`config.mk`:
```
export PLATFORM = sky130hd
export DESIGN_NAME = scalar_kalman_filter_fixed_top
export DESIGN_NICKNAME = d
export VERILOG_FILES = /design/src/hw/rtl/skf_pkg.sv /design/src/hw/rtl/skf_ctrl.sv /design/src/hw/rtl/skf_dp.sv /design/src/hw/rtl/scalar_kalman_filter_fixed_top.sv
export SDC_FILE = /design/constraint.sdc
export NUM_CORES = 2
export LEC_CHECK = 0
export BUFFER_PORTS_ARGS = -buffer_cell sky130_fd_sc_hd__buf_4
export CAP_MARGIN = 20
export CORE_MARGIN = 5
export CORE_UTILIZATION = 45
export CTS_CLUSTER_DIAMETER = 60
export CTS_CLUSTER_SIZE = 16
export DETAILED_ROUTE_END_ITERATION = 8
export SYNTH_ARGS = -nofsm -noshare
export SYNTH_HDL_FRONTEND = slang
export SYNTH_SLANG_ARGS = --single-unit
```
`constraint.sdc`:
```
create_clock -name clk -period 12.55 [get_ports clk]
set_input_delay 2.51 -clock clk [delete_from_list [all_inputs] [get_ports clk]]
set_output_delay 2.51 -clock clk [all_outputs]
set_load 0.005 [all_outputs]
```
`src/hw/rtl/skf_pkg.sv`:
```
package skf_pkg;

    localparam int FRACTION_BITS = 16;

    localparam int EST_W  = 32;
    localparam int VAR_W  = 31;
    localparam int GAIN_W = 17;
    localparam int DEN_W  = VAR_W + 1;
    localparam int K_W    = FRACTION_BITS + 1;
    localparam int DIFF_W = EST_W + 1;
    localparam int PROD_W = K_W + 1 + DIFF_W;
    localparam int SH_W   = PROD_W - FRACTION_BITS;
    localparam int SUM_W  = SH_W + 1;
    localparam int CNT_W  = $clog2(K_W);
    localparam int GCMP_W = (K_W > GAIN_W) ? K_W : GAIN_W;

    localparam int ADDR_W = 3;
    localparam int DATA_W = 32;

    localparam logic [K_W-1:0]    FIX_ONE      = K_W'(1) << FRACTION_BITS;
    localparam logic [VAR_W-1:0]  VAR_RESET    = VAR_W'(1) << FRACTION_BITS;
    localparam logic [VAR_W-1:0]  VAR_MAX      = '1;
    localparam logic [VAR_W-1:0]  Q_RESET      = VAR_W'(0);
    localparam logic [VAR_W-1:0]  R_RESET      = VAR_W'(65536);
    localparam logic [GAIN_W-1:0] GAIN_MAX     = '1;
    localparam logic [CNT_W-1:0]  DIV_LAST     = CNT_W'(K_W - 1);
    localparam logic signed [EST_W-1:0] EST_MAX = {1'b0, {(EST_W-1){1'b1}}};
    localparam logic signed [EST_W-1:0] EST_MIN = {1'b1, {(EST_W-1){1'b0}}};

    typedef enum logic {
        REG_PROCESS_NOISE,
        REG_MEAS_NOISE
    } skf_reg_t;

    typedef enum logic [2:0] {
        ST_IDLE,
        ST_PREP,
        ST_DIV,
        ST_MULX,
        ST_UPDX,
        ST_MULP,
        ST_UPDP,
        ST_DONE
    } skf_state_t;

    typedef struct packed {
        logic load;
        logic div_init;
        logic div_step;
        logic mul_x;
        logic upd_x;
        logic mul_p;
        logic upd_p;
        logic out_load;
    } skf_cmd_t;

    typedef struct packed {
        logic div_last;
        logic out_busy;
    } skf_stat_t;

endpackage

```
`src/hw/rtl/skf_ctrl.sv`:
```
module skf_ctrl (
    input  logic              clk,
    input  logic              rst_n,
    input  logic              in_valid,
    output logic              in_stall,
    input  skf_pkg::skf_stat_t stat,
    output skf_pkg::skf_cmd_t  cmd
);
    import skf_pkg::*;

    skf_state_t state_reg;
    skf_state_t state_next;

    always_ff @(posedge clk or negedge rst_n)
    begin
        if (!rst_n)
        begin
            state_reg <= ST_IDLE;
        end
        else
        begin
            state_reg <= state_next;
        end
    end

    always_comb
    begin
        state_next = state_reg;
        cmd        = '0;
        in_stall   = 1'b1;
        unique case (state_reg)
            ST_IDLE:
            begin
                in_stall = 1'b0;
                if (in_valid)
                begin
                    cmd.load   = 1'b1;
                    state_next = ST_PREP;
                end
            end
            ST_PREP:
            begin
                cmd.div_init = 1'b1;
                state_next   = ST_DIV;
            end
            ST_DIV:
            begin
                cmd.div_step = 1'b1;
                if (stat.div_last)
                begin
                    state_next = ST_MULX;
                end
            end
            ST_MULX:
            begin
                cmd.mul_x  = 1'b1;
                state_next = ST_UPDX;
            end
            ST_UPDX:
            begin
                cmd.upd_x  = 1'b1;
                state_next = ST_MULP;
            end
            ST_MULP:
            begin
                cmd.mul_p  = 1'b1;
                state_next = ST_UPDP;
            end
            ST_UPDP:
            begin
                cmd.upd_p  = 1'b1;
                state_next = ST_DONE;
            end
            ST_DONE:
            begin
                // hold the result until the output register frees up
                if (!stat.out_busy)
                begin
                    cmd.out_load = 1'b1;
                    state_next   = ST_IDLE;
                end
            end
            default:
            begin
                state_next = ST_IDLE;
            end
        endcase
    end

`ifndef SYNTHESIS
    a_cmd_onehot: assert property (@(posedge clk) disable iff (!rst_n)
        $onehot0(cmd))
        else $error("more than one datapath command at once");
`endif

endmodule

```
`src/hw/rtl/skf_dp.sv`:
```
module skf_dp (
    input  logic                                clk,
    input  logic                                rst_n,
    input  skf_pkg::skf_cmd_t                   cmd,
    output skf_pkg::skf_stat_t                  stat,
    input  logic signed [skf_pkg::EST_W-1:0]    measurement,
    input  logic        [skf_pkg::VAR_W-1:0]    process_noise,
    input  logic        [skf_pkg::VAR_W-1:0]    measurement_noise,
    output logic                                out_valid,
    input  logic                                out_stall,
    output logic signed [skf_pkg::EST_W-1:0]    estimate,
    output logic        [skf_pkg::GAIN_W-1:0]   gain
);
    import skf_pkg::*;

    // filter state
    logic signed [EST_W-1:0]  est_reg;
    logic        [VAR_W-1:0]  var_reg;

    // per-item working registers
    logic signed [EST_W-1:0]  z_reg;
    logic        [VAR_W-1:0]  p_reg;
    logic        [DEN_W-1:0]  den_reg;
    logic        [DEN_W-1:0]  rem_reg;
    logic                     nbit_reg;
    logic        [K_W-1:0]    quo_reg;
    logic        [CNT_W-1:0]  cnt_reg;
    logic        [K_W-1:0]    k_reg;
    logic signed [PROD_W-1:0] prod_reg;

    // output register
    logic                     out_valid_reg;
    logic signed [EST_W-1:0]  est_out_reg;
    logic        [GAIN_W-1:0] gain_out_reg;

    logic [DEN_W:0]           var_sum;
    logic [VAR_W-1:0]         p_sat;
    logic [DEN_W:0]           trial;
    logic                     trial_ge;
    logic [DEN_W:0]           trial_sub;
    logic [K_W-1:0]           k_val;
    logic signed [DIFF_W-1:0] diff;
    logic [K_W-1:0]           mul_a;
    logic signed [DIFF_W-1:0] mul_b;
    logic signed [K_W:0]      mul_a_s;
    logic signed [SH_W-1:0]   prod_sh;
    logic signed [SUM_W-1:0]  est_sum;
    logic signed [EST_W-1:0]  est_clamp;
    logic [VAR_W-1:0]         var_sat;
    logic [GCMP_W-1:0]        gain_ext;
    logic [GAIN_W-1:0]        gain_sat;
    logic                     out_xfer;

    assign var_sum = (DEN_W+1)'(var_reg) + (DEN_W+1)'(process_noise);
    assign p_sat   = (var_sum[DEN_W:VAR_W] != '0) ? VAR_MAX : var_sum[VAR_W-1:0];

    // restoring division, one quotient bit per step
    assign trial     = {rem_reg, nbit_reg};
    assign trial_ge  = (trial >= {1'b0, den_reg});
    assign trial_sub = trial - {1'b0, den_reg};

    assign k_val = (den_reg == '0) ? '0 : quo_reg;
    assign diff  = DIFF_W'(z_reg) - DIFF_W'(est_reg);

    // one shared multiplier for both products
    always_comb
    begin
        if (cmd.mul_p)
        begin
            mul_a = FIX_ONE - k_reg;
            mul_b = {{(DIFF_W-VAR_W){1'b0}}, p_reg};
        end
        else
        begin
            mul_a = k_val;
            mul_b = diff;
        end
    end
    assign mul_a_s = {1'b0, mul_a};

    assign prod_sh = prod_reg[PROD_W-1:FRACTION_BITS];
    assign est_sum = SUM_W'(est_reg) + SUM_W'(prod_sh);

    always_comb
    begin
        priority if (est_sum > SUM_W'(EST_MAX))
        begin
            est_clamp = EST_MAX;
        end
        else if (est_sum < SUM_W'(EST_MIN))
        begin
            est_clamp = EST_MIN;
        end
        else
        begin
            est_clamp = est_sum[EST_W-1:0];
        end
    end

    assign var_sat = (prod_sh[SH_W-1:VAR_W] != '0) ? VAR_MAX : prod_sh[VAR_W-1:0];

    assign gain_ext = GCMP_W'(k_reg);
    assign gain_sat = (gain_ext > GCMP_W'(GAIN_MAX)) ? GAIN_MAX : gain_ext[GAIN_W-1:0];

    assign out_xfer = out_valid_reg && !out_stall;

    always_ff @(posedge clk or negedge rst_n)
    begin
        if (!rst_n)
        begin
            est_reg       <= '0;
            var_reg       <= VAR_RESET;
            out_valid_reg <= 1'b0;
        end
        else
        begin
            if (cmd.upd_x)
            begin
                est_reg <= est_clamp;
            end
            if (cmd.upd_p)
            begin
                var_reg <= var_sat;
            end
            if (cmd.out_load)
            begin
                out_valid_reg <= 1'b1;
            end
            else if (out_xfer)
            begin
                out_valid_reg <= 1'b0;
            end
        end
    end

    always_ff @(posedge clk)
    begin
        if (cmd.load)
        begin
            z_reg <= measurement;
            p_reg <= p_sat;
        end
        if (cmd.div_init)
        begin
            den_reg  <= DEN_W'(p_reg) + DEN_W'(measurement_noise);
            rem_reg  <= DEN_W'(p_reg[VAR_W-1:1]);
            nbit_reg <= p_reg[0];
            quo_reg  <= '0;
            cnt_reg  <= '0;
        end
        if (cmd.div_step)
        begin
            rem_reg  <= trial_ge ? trial_sub[DEN_W-1:0] : trial[DEN_W-1:0];
            quo_reg  <= {quo_reg[K_W-2:0], trial_ge};
            nbit_reg <= 1'b0;
            cnt_reg  <= cnt_reg + CNT_W'(1);
        end
        if (cmd.mul_x)
        begin
            k_reg <= k_val;
        end
        if (cmd.mul_x || cmd.mul_p)
        begin
            prod_reg <= mul_a_s * mul_b;
        end
        if (cmd.out_load)
        begin
            est_out_reg  <= est_reg;
            gain_out_reg <= gain_sat;
        end
    end

    assign stat.div_last = (cnt_reg == DIV_LAST);
    assign stat.out_busy = out_valid_reg && out_stall;

    assign out_valid = out_valid_reg;
    assign estimate  = est_out_reg;
    assign gain      = gain_out_reg;

`ifndef SYNTHESIS
    a_gain_le_one: assert property (@(posedge clk) disable iff (!rst_n)
        cmd.mul_x |=> (k_reg <= FIX_ONE))
        else $error("gain above one");

    a_var_no_rise: assert property (@(posedge clk) disable iff (!rst_n)
        cmd.upd_p |=> (var_reg <= $past(p_reg)))
        else $error("error variance grew in the correction step");

    a_est_between: assert property (@(posedge clk) disable iff (!rst_n)
        cmd.upd_x |=> (((est_reg >= $past(est_reg)) && (est_reg <= z_reg))
                    || ((est_reg <= $past(est_reg)) && (est_reg >= z_reg))))
        else $error("estimate left the range between old estimate and measurement");
`endif

endmodule

```
`src/hw/rtl/scalar_kalman_filter_fixed_top.sv`:
```
// Scalar Kalman filter, signed fixed point with FRACTION_BITS fraction bits.
// One item is in flight at a time: a new measurement is taken only in idle, after the last result
// has been loaded into the output register. The restoring divider for the gain forms one quotient
// bit per cycle over FRACTION_BITS+1 steps.
// Reset (rst_n, async, active low): estimate 0, error variance 1.0,
// process noise 0, measurement noise 1.0, no result pending.
module scalar_kalman_filter_fixed_top (
    input  logic                                clk,
    input  logic                                rst_n,
    // configuration port
    input  logic                                psel,
    input  logic                                penable,
    input  logic                                pwrite,
    input  logic        [skf_pkg::ADDR_W-1:0]   paddr,
    input  logic        [skf_pkg::DATA_W-1:0]   pwdata,
    output logic        [skf_pkg::DATA_W-1:0]   prdata,
    output logic                                pready,
    // measurement channel
    input  logic                                in_valid,
    output logic                                in_stall,
    input  logic signed [skf_pkg::EST_W-1:0]    measurement,
    // result channel
    output logic                                out_valid,
    input  logic                                out_stall,
    output logic signed [skf_pkg::EST_W-1:0]    estimate,
    output logic        [skf_pkg::GAIN_W-1:0]   gain
);
    import skf_pkg::*;

    logic [VAR_W-1:0] q_reg;
    logic [VAR_W-1:0] r_reg;
    skf_reg_t         reg_sel;
    logic             cfg_write;
    skf_cmd_t         cmd;
    skf_stat_t        stat;

    // registers sit at byte addresses 0 and 4; decode by the word index bit
    assign reg_sel   = skf_reg_t'(paddr[2]);
    assign pready    = 1'b1;
    assign cfg_write = psel && penable && pwrite && pready;

    // drop the top data bit: both noise registers are 31 bits wide
    always_ff @(posedge clk or negedge rst_n)
    begin
        if (!rst_n)
        begin
            q_reg <= Q_RESET;
            r_reg <= R_RESET;
        end
        else if (cfg_write)
        begin
            unique case (reg_sel)
                REG_PROCESS_NOISE: q_reg <= pwdata[VAR_W-1:0];
                REG_MEAS_NOISE:    r_reg <= pwdata[VAR_W-1:0];
                default:           q_reg <= q_reg;
            endcase
        end
    end

    // read back the selected register, zero-extended
    always_comb
    begin
        unique case (reg_sel)
            REG_PROCESS_NOISE: prdata = DATA_W'(q_reg);
            REG_MEAS_NOISE:    prdata = DATA_W'(r_reg);
            default:           prdata = '0;
        endcase
    end

    // sequencer: accepts a transfer only when idle, then steps the datapath
    skf_ctrl u_ctrl (
        .clk      (clk),
        .rst_n    (rst_n),
        .in_valid (in_valid),
        .in_stall (in_stall),
        .stat     (stat),
        .cmd      (cmd)
    );

    // datapath: variance update, gain divider, shared multiplier, output register
    skf_dp u_dp (
        .clk               (clk),
        .rst_n             (rst_n),
        .cmd               (cmd),
        .stat              (stat),
        .measurement       (measurement),
        .process_noise     (q_reg),
        .measurement_noise (r_reg),
        .out_valid         (out_valid),
        .out_stall         (out_stall),
        .estimate          (estimate),
        .gain              (gain)
    );

endmodule

```
# Yosys cells after proc, flatten, opt, wreduce, memory -nomap -nowiden
# Index checks and enable logic that the tools add are counted.
# W data, S select, Z words.
[totals]
reg_bits = 396
input_bits = 74
output_inout_bits = 84
elab_cells = 87
[classes]
addsub = 7
mul = 1
n_lt_le_gt_ge = 4
eq_ne = 11
n_mux = 31
n_bitwise = 1
n_reduce_logical = 15
[op_table]
columns = ["op", "n"]
rows = [
  ["$mux W32", 5],
  ["$mux W17", 4],
  ["$add A31 B31 Y32", 2],
  ["$pmux W32 S2", 1],
  ["$mul A18 B33 Y51", 1],
  ["$add A32 B35 Y36", 1],
  ["$gt A36 B32 Y1 const B", 1],
  ["$lt A36 B32 Y1 const B", 1],
  ["$ge A33 B32 Y1", 1],
  ["$mux W33", 1],
  ["$sub A32 B32 Y33", 1],
  ["$logic_not A32 Y1", 1],
  ["$sub A32 B32 Y32", 1],
  ["$mux W31", 1],
  ["$pmux W3 S8", 1],
  ["$gt A17 B17 Y1 const B", 1],
  ["$sub A17 B17 Y17 const A", 1],
  ["$mux W1", 13],
  ["$eq A3 B3 Y1 const B", 4],
  ["$mux W5", 2],
  ["$mux W3", 3],
  ["$eq A3 B2 Y1 const B", 2],
  ["$ne A2 B2 Y1 const B", 3],
  ["$reduce_bool A2 Y1", 3],
  ["11 further kinds", 15],
]

# Depth between registers and ports, before layout
[depth]
word_depth = 4
ltp_mapped = 37
depth_no_buf = 36

# Modules after synthesis
# From an unflattened synthesis, not the netlist that was laid out.
[hier_totals]
hier_cells = 4679
hier_area_um2 = 44183.6
[modules_own_cells]
columns = ["mod", "instances", "cells_each", "area_each_um2", "seq_area_each_um2"]
rows = [
  ["skf_dp", 1, 4484, 41101.9, 9130.0],
  ["scalar_kalman_filter_fixed_top", 1, 171, 2865.2, 1552.7],
  ["skf_ctrl", 1, 24, 216.5, 75.1],
]

# Worst setup path after synthesis
# Ideal clock, no wire load.
[synth_timing]
kind = "reg-to-reg"
startpoint = "reg u_dp.z_reg[0]"
endpoint = "reg u_dp.prod_reg[47] (data pin)"
setup_ns = 0.259
t_arrival_ns = 8.681
required_ns = 12.291
path_slack_ns = 3.610
stages_incl_launch_ff = 35
n_path_buf = 0
synth_period_minus_slack_ns = 8.940
cell_sequence = "edfxtp_1 inv_1 ha_1 inv_1 fa_1 a21o_1 a21oi_1 o31ai_1 or4b_1 a31o_2 a21oi_1 o21ai_0 xnor2_1 o21ai_1 nand2_1 fa_1 inv_1 fa_1 fa_1 fa_1 fa_1 inv_1 fa_1 inv_1 ha_1 a21o_1 a21o_1 a221o_1 a221oi_1 a21oi_1 o31ai_2 o21ai_1 a21o_1 a21o_1 xor2_1"
[synth_between]
elab_chain_cells = 3
[synth_lines]
columns = ["item", "line", "source"]
rows = [
  ["start: declaration", "skf_dp.sv:21", "logic signed [EST_W-1:0] z_reg;"],
  ["start signal: assignment", "skf_dp.sv:140", "z_reg <= measurement;"],
  ["$sub A32 B32 Y33", "skf_dp.sv:63", "assign diff = DIFF_W'(z_reg) - DIFF_W'(est_reg);"],
  ["$mux W33", "skf_dp.sv:68", "if (cmd.mul_p)"],
  ["$mul A18 B33 Y51", "skf_dp.sv:164", "prod_reg <= mul_a_s * mul_b;"],
  ["end signal: assignment", "skf_dp.sv:164", ""],
  ["end: declaration", "skf_dp.sv:29", "logic signed [PROD_W-1:0] prod_reg;"],
]
# No other way between the ends.
# A chain may end at the register's enable or synchronous reset.

# Final worst setup path
[layout_timing]
startpoint = "reg u_dp.est_reg[0]"
endpoint = "reg u_dp.prod_reg[49] (data pin)"
[layout_between]
elab_chain_cells = 3
[layout_lines]
columns = ["item", "line", "source"]
rows = [
  ["start: declaration", "skf_dp.sv:17", "logic signed [EST_W-1:0] est_reg;"],
  ["start signal: assignment", "skf_dp.sv:119", "est_reg <= est_clamp;"],
  ["$sub A32 B32 Y33", "skf_dp.sv:63", ""],
  ["$mux W33", "skf_dp.sv:68", ""],
  ["$mul A18 B33 Y51", "skf_dp.sv:164", ""],
]
# No other way between the ends.

==> out/qor.yml <==
run_status:
  outcome: "completed"
sta:
  finClkSkew_ps: 41.10
  tightest_slew_ps: 1097
  fin_crit_sh: 0.8503
  drv_slew: 0
  fmax_mhz: 93.71
  finalCriticalPeriod_ps: 10670
  tns_ps: 0
  rsz0062_at_grt: "no"
  hold_viol_final: 0
  maxSlewHeadroom: 0.2645
  hold_ws_ps: 491.6
  setup_viol: 0
finish:
  largest_reg_flops: 35
  final_layout_size_suffix_gt1_frac: 0.09862
  layout_commonest_cell: "inv_1"
  final_area_um2: 46520
  fin_nets: 5500
  post-route-util: 0.4977
  mostFrequentLayoutCells: "776 x inv_1, 539 x fa_1, 532 x nand2_1"
  area_growth_syn_to_layout_pct: 9.689
cts:
  cts_sinks: 380
  cts_resized: 0
  cts_hold_buffers: 0
  clockBufferDepth: 3
  clk_pin_slew_worst_paths_ps: 70
  cts_buffers: 40
  cts_tree: "built"
  insertion_delay_ps: 620
  htree_levels: 2
  post-cts-setup-buffers: 0
  cts_root_buf: "clkbuf_16"
place:
  post_dp_cell_area_um2: 45090
  io_buffers: 152
  place_hpwl_um: 102300
  globalplace.congestion: 0.9160
die:
  num_rows: 112
  dieArea_um2: 100500
  die_w_um: 317.0
  core_um2: 93470
  io_pins: 158
  die_h_um: 317.0
  start_util: 0.4537
route:
  ant_nets: 0
  num_vias: 32660
  viasPerCell: 5.545
  dr.pass1.iters: 6
  drt_iter0_markers: 2797
  routedWlPerCell_um: 21.71
  finalWirelength_um: 127900
  drcViolationCount: 0
grt:
  grt_pass1_wl_um: 196300
  globalRouteOverflowTotal: 0
  grt_usage: 0.2563
  antenna_found_initial: 4
  grt_max_degree: 75
  grt_pass1_vias: 32410
synthesis:
  synth_compound_area_frac: 0.1133
  syn_area_um2: 42410
  synth_xor_area_frac: 0.03635
  synth_fa_ha_area_frac: 0.3385
  synthFlopType: "edfxtp_1"
  synth-simple-area-share: 0.1373
  synth.area.mux_share: 0.03535
  ys_seq_elements: 380
  avgSynthCellArea_um2: 9.411
  yosysSeqAreaShare: 0.2537
  synth_nets: 5404
  synth_area_leaders: "fa_1 25%, edfxtp_1 18%, ha_1 8.4%, dfrtp_1 7.5%, inv_1 6.9%"
  synth_top_family_by_area: "adder cells"
  ys_types: 88
  synth_top_cell_area_share: 0.2544
  yosysWarningCount: 0
  syn_inst: 4506
  synth_edf_count: 250
  synth_area_leader_cell: "fa_1"
  async_reset_ff_frac: 0.3395
critical_path:
  crit_path_frequent_cell: "fa_1"
  required_ps: 12870
  critical_path.slowest_cell: "a211oi_1"
  worstSetupPathType: "flop to flop"
  end_kind: "flop"
  max_stage_delay_ps: 920
  crit_family: "compound AO/OA/AOI/OAI gates"
  worstPathArrival_ps: 10990
  critPathBufInv: 5
  cp_max_fo: 9
  worstSetupStartpointType: "flop"
worst_hold_path:
  hold_class: "flop to flop"
run:
  cap_violations: 0
[worst register-to-register path, delay by kind of cell, from the launching register on]
family	cells	cell delay (ps)
AO/OA/AOI/OAI	14	4390
adder cells (fa/ha/maj)	9	3840
AND/OR/NAND/NOR	4	1150
flip-flops	1	410
XOR/XNOR	2	340
buffers and inverters	5	260
[metrics by stage]
| step | instances | setup slack (ps) |
|---|---|---|
| after floorplan | 4506 | 3610 |
| after global placement | 5809 | 2145 |
| after detailed placement | 5810 | 2002 |
| after CTS | 5884 | 1992 |
| after global routing | 5888 | 1356 |
| final | 5890 | 1879 |
[cell type report]
type	instances	area, um2
diodes	2	5.005
clock buffers	50	1069
clock inverters	24	304.0
fillers	8821	46950
inverters	776	2913
multi-input cells	3177	28170
flip-flops and latches	380	10760
well taps	1254	1569
repair buffers	227	1732
[per-layer routing]
metal | track usage | share of wire | routed length, um
met3 | 0.04366 | 0.077 | 9794
met5 | 0 | 0.00010 | 13
met4 | 0.07289 | 0.032 | 4105
met1 | 0.3628 | 0.44 | 55870
met2 | 0.4103 | 0.45 | 58090
[synth_stat cells, types with 7 or more instances]
| master | number |
|---|---|
| nor3b_1 | 11 |
| mux2i_1 | 35 |
| nand4_1 | 27 |
| and2_1 | 43 |
| buf_2 | 8 |
| a211oi_1 | 24 |
| xnor2_1 | 118 |
| o21a_1 | 38 |
| a2111oi_0 | 7 |
| mux2_2 | 102 |
| nor4_1 | 19 |
| a211o_1 | 9 |
| xor2_1 | 58 |
| and3_1 | 20 |
| dfrtp_1 | 127 |
| a31oi_1 | 26 |
| a21oi_1 | 163 |
| nor2_1 | 406 |
| o21ai_0 | 141 |
| nor2b_1 | 51 |
| buf_1 | 15 |
| nor3_1 | 46 |
| or2_2 | 10 |
| a32oi_1 | 13 |
| or3_1 | 28 |
| nand2b_1 | 34 |
| o211ai_1 | 17 |
| o21ai_1 | 41 |
| nand2_1 | 533 |
| o21bai_1 | 13 |
| nand3_1 | 51 |
| fa_1 | 539 |
| clkbuf_1 | 143 |
| o31ai_1 | 13 |
| and4_1 | 10 |
| a22oi_1 | 20 |
| edfxtp_1 | 250 |
| a22o_1 | 7 |
| ha_1 | 285 |
| a21o_1 | 94 |
| o22a_1 | 31 |
| inv_1 | 776 |
[cell families after synthesis]
| logic type | Yosys count |
|---|---|
| and+or+nand+nor | 1311 |
| DFF | 380 |
| xor gates and xnor gates | 176 |
| buffers and inverters | 949 |
| muxes | 137 |
| adders and majority gates | 824 |
| AOI/OAI and AO/OA | 727 |
| other | 2 |
[path summary, 6_finish.rpt]
path | start | depth (start not counted) | to | slack (ps)
max | u_dp.est_reg[0] | 34 | u_dp.prod_reg[49] | 1880
min | u_dp.gain_ext[16] | 0 | u_dp.gain[16] | 490
max reg2reg | u_dp.est_reg[0] | 34 | u_dp.prod_reg[49] | 1880
min reg2reg | u_dp.gain_ext[16] | 0 | u_dp.gain[16] | 490
max in group asynchronous | rst_n | 2 | u_dp.est_reg[0] | 9300
min in group asynchronous | rst_n | 1 | q_reg[22] | 1940
Power is not shown: default switching activity piles up to over one toggle a cycle in this logic, so the estimate is an artifact.
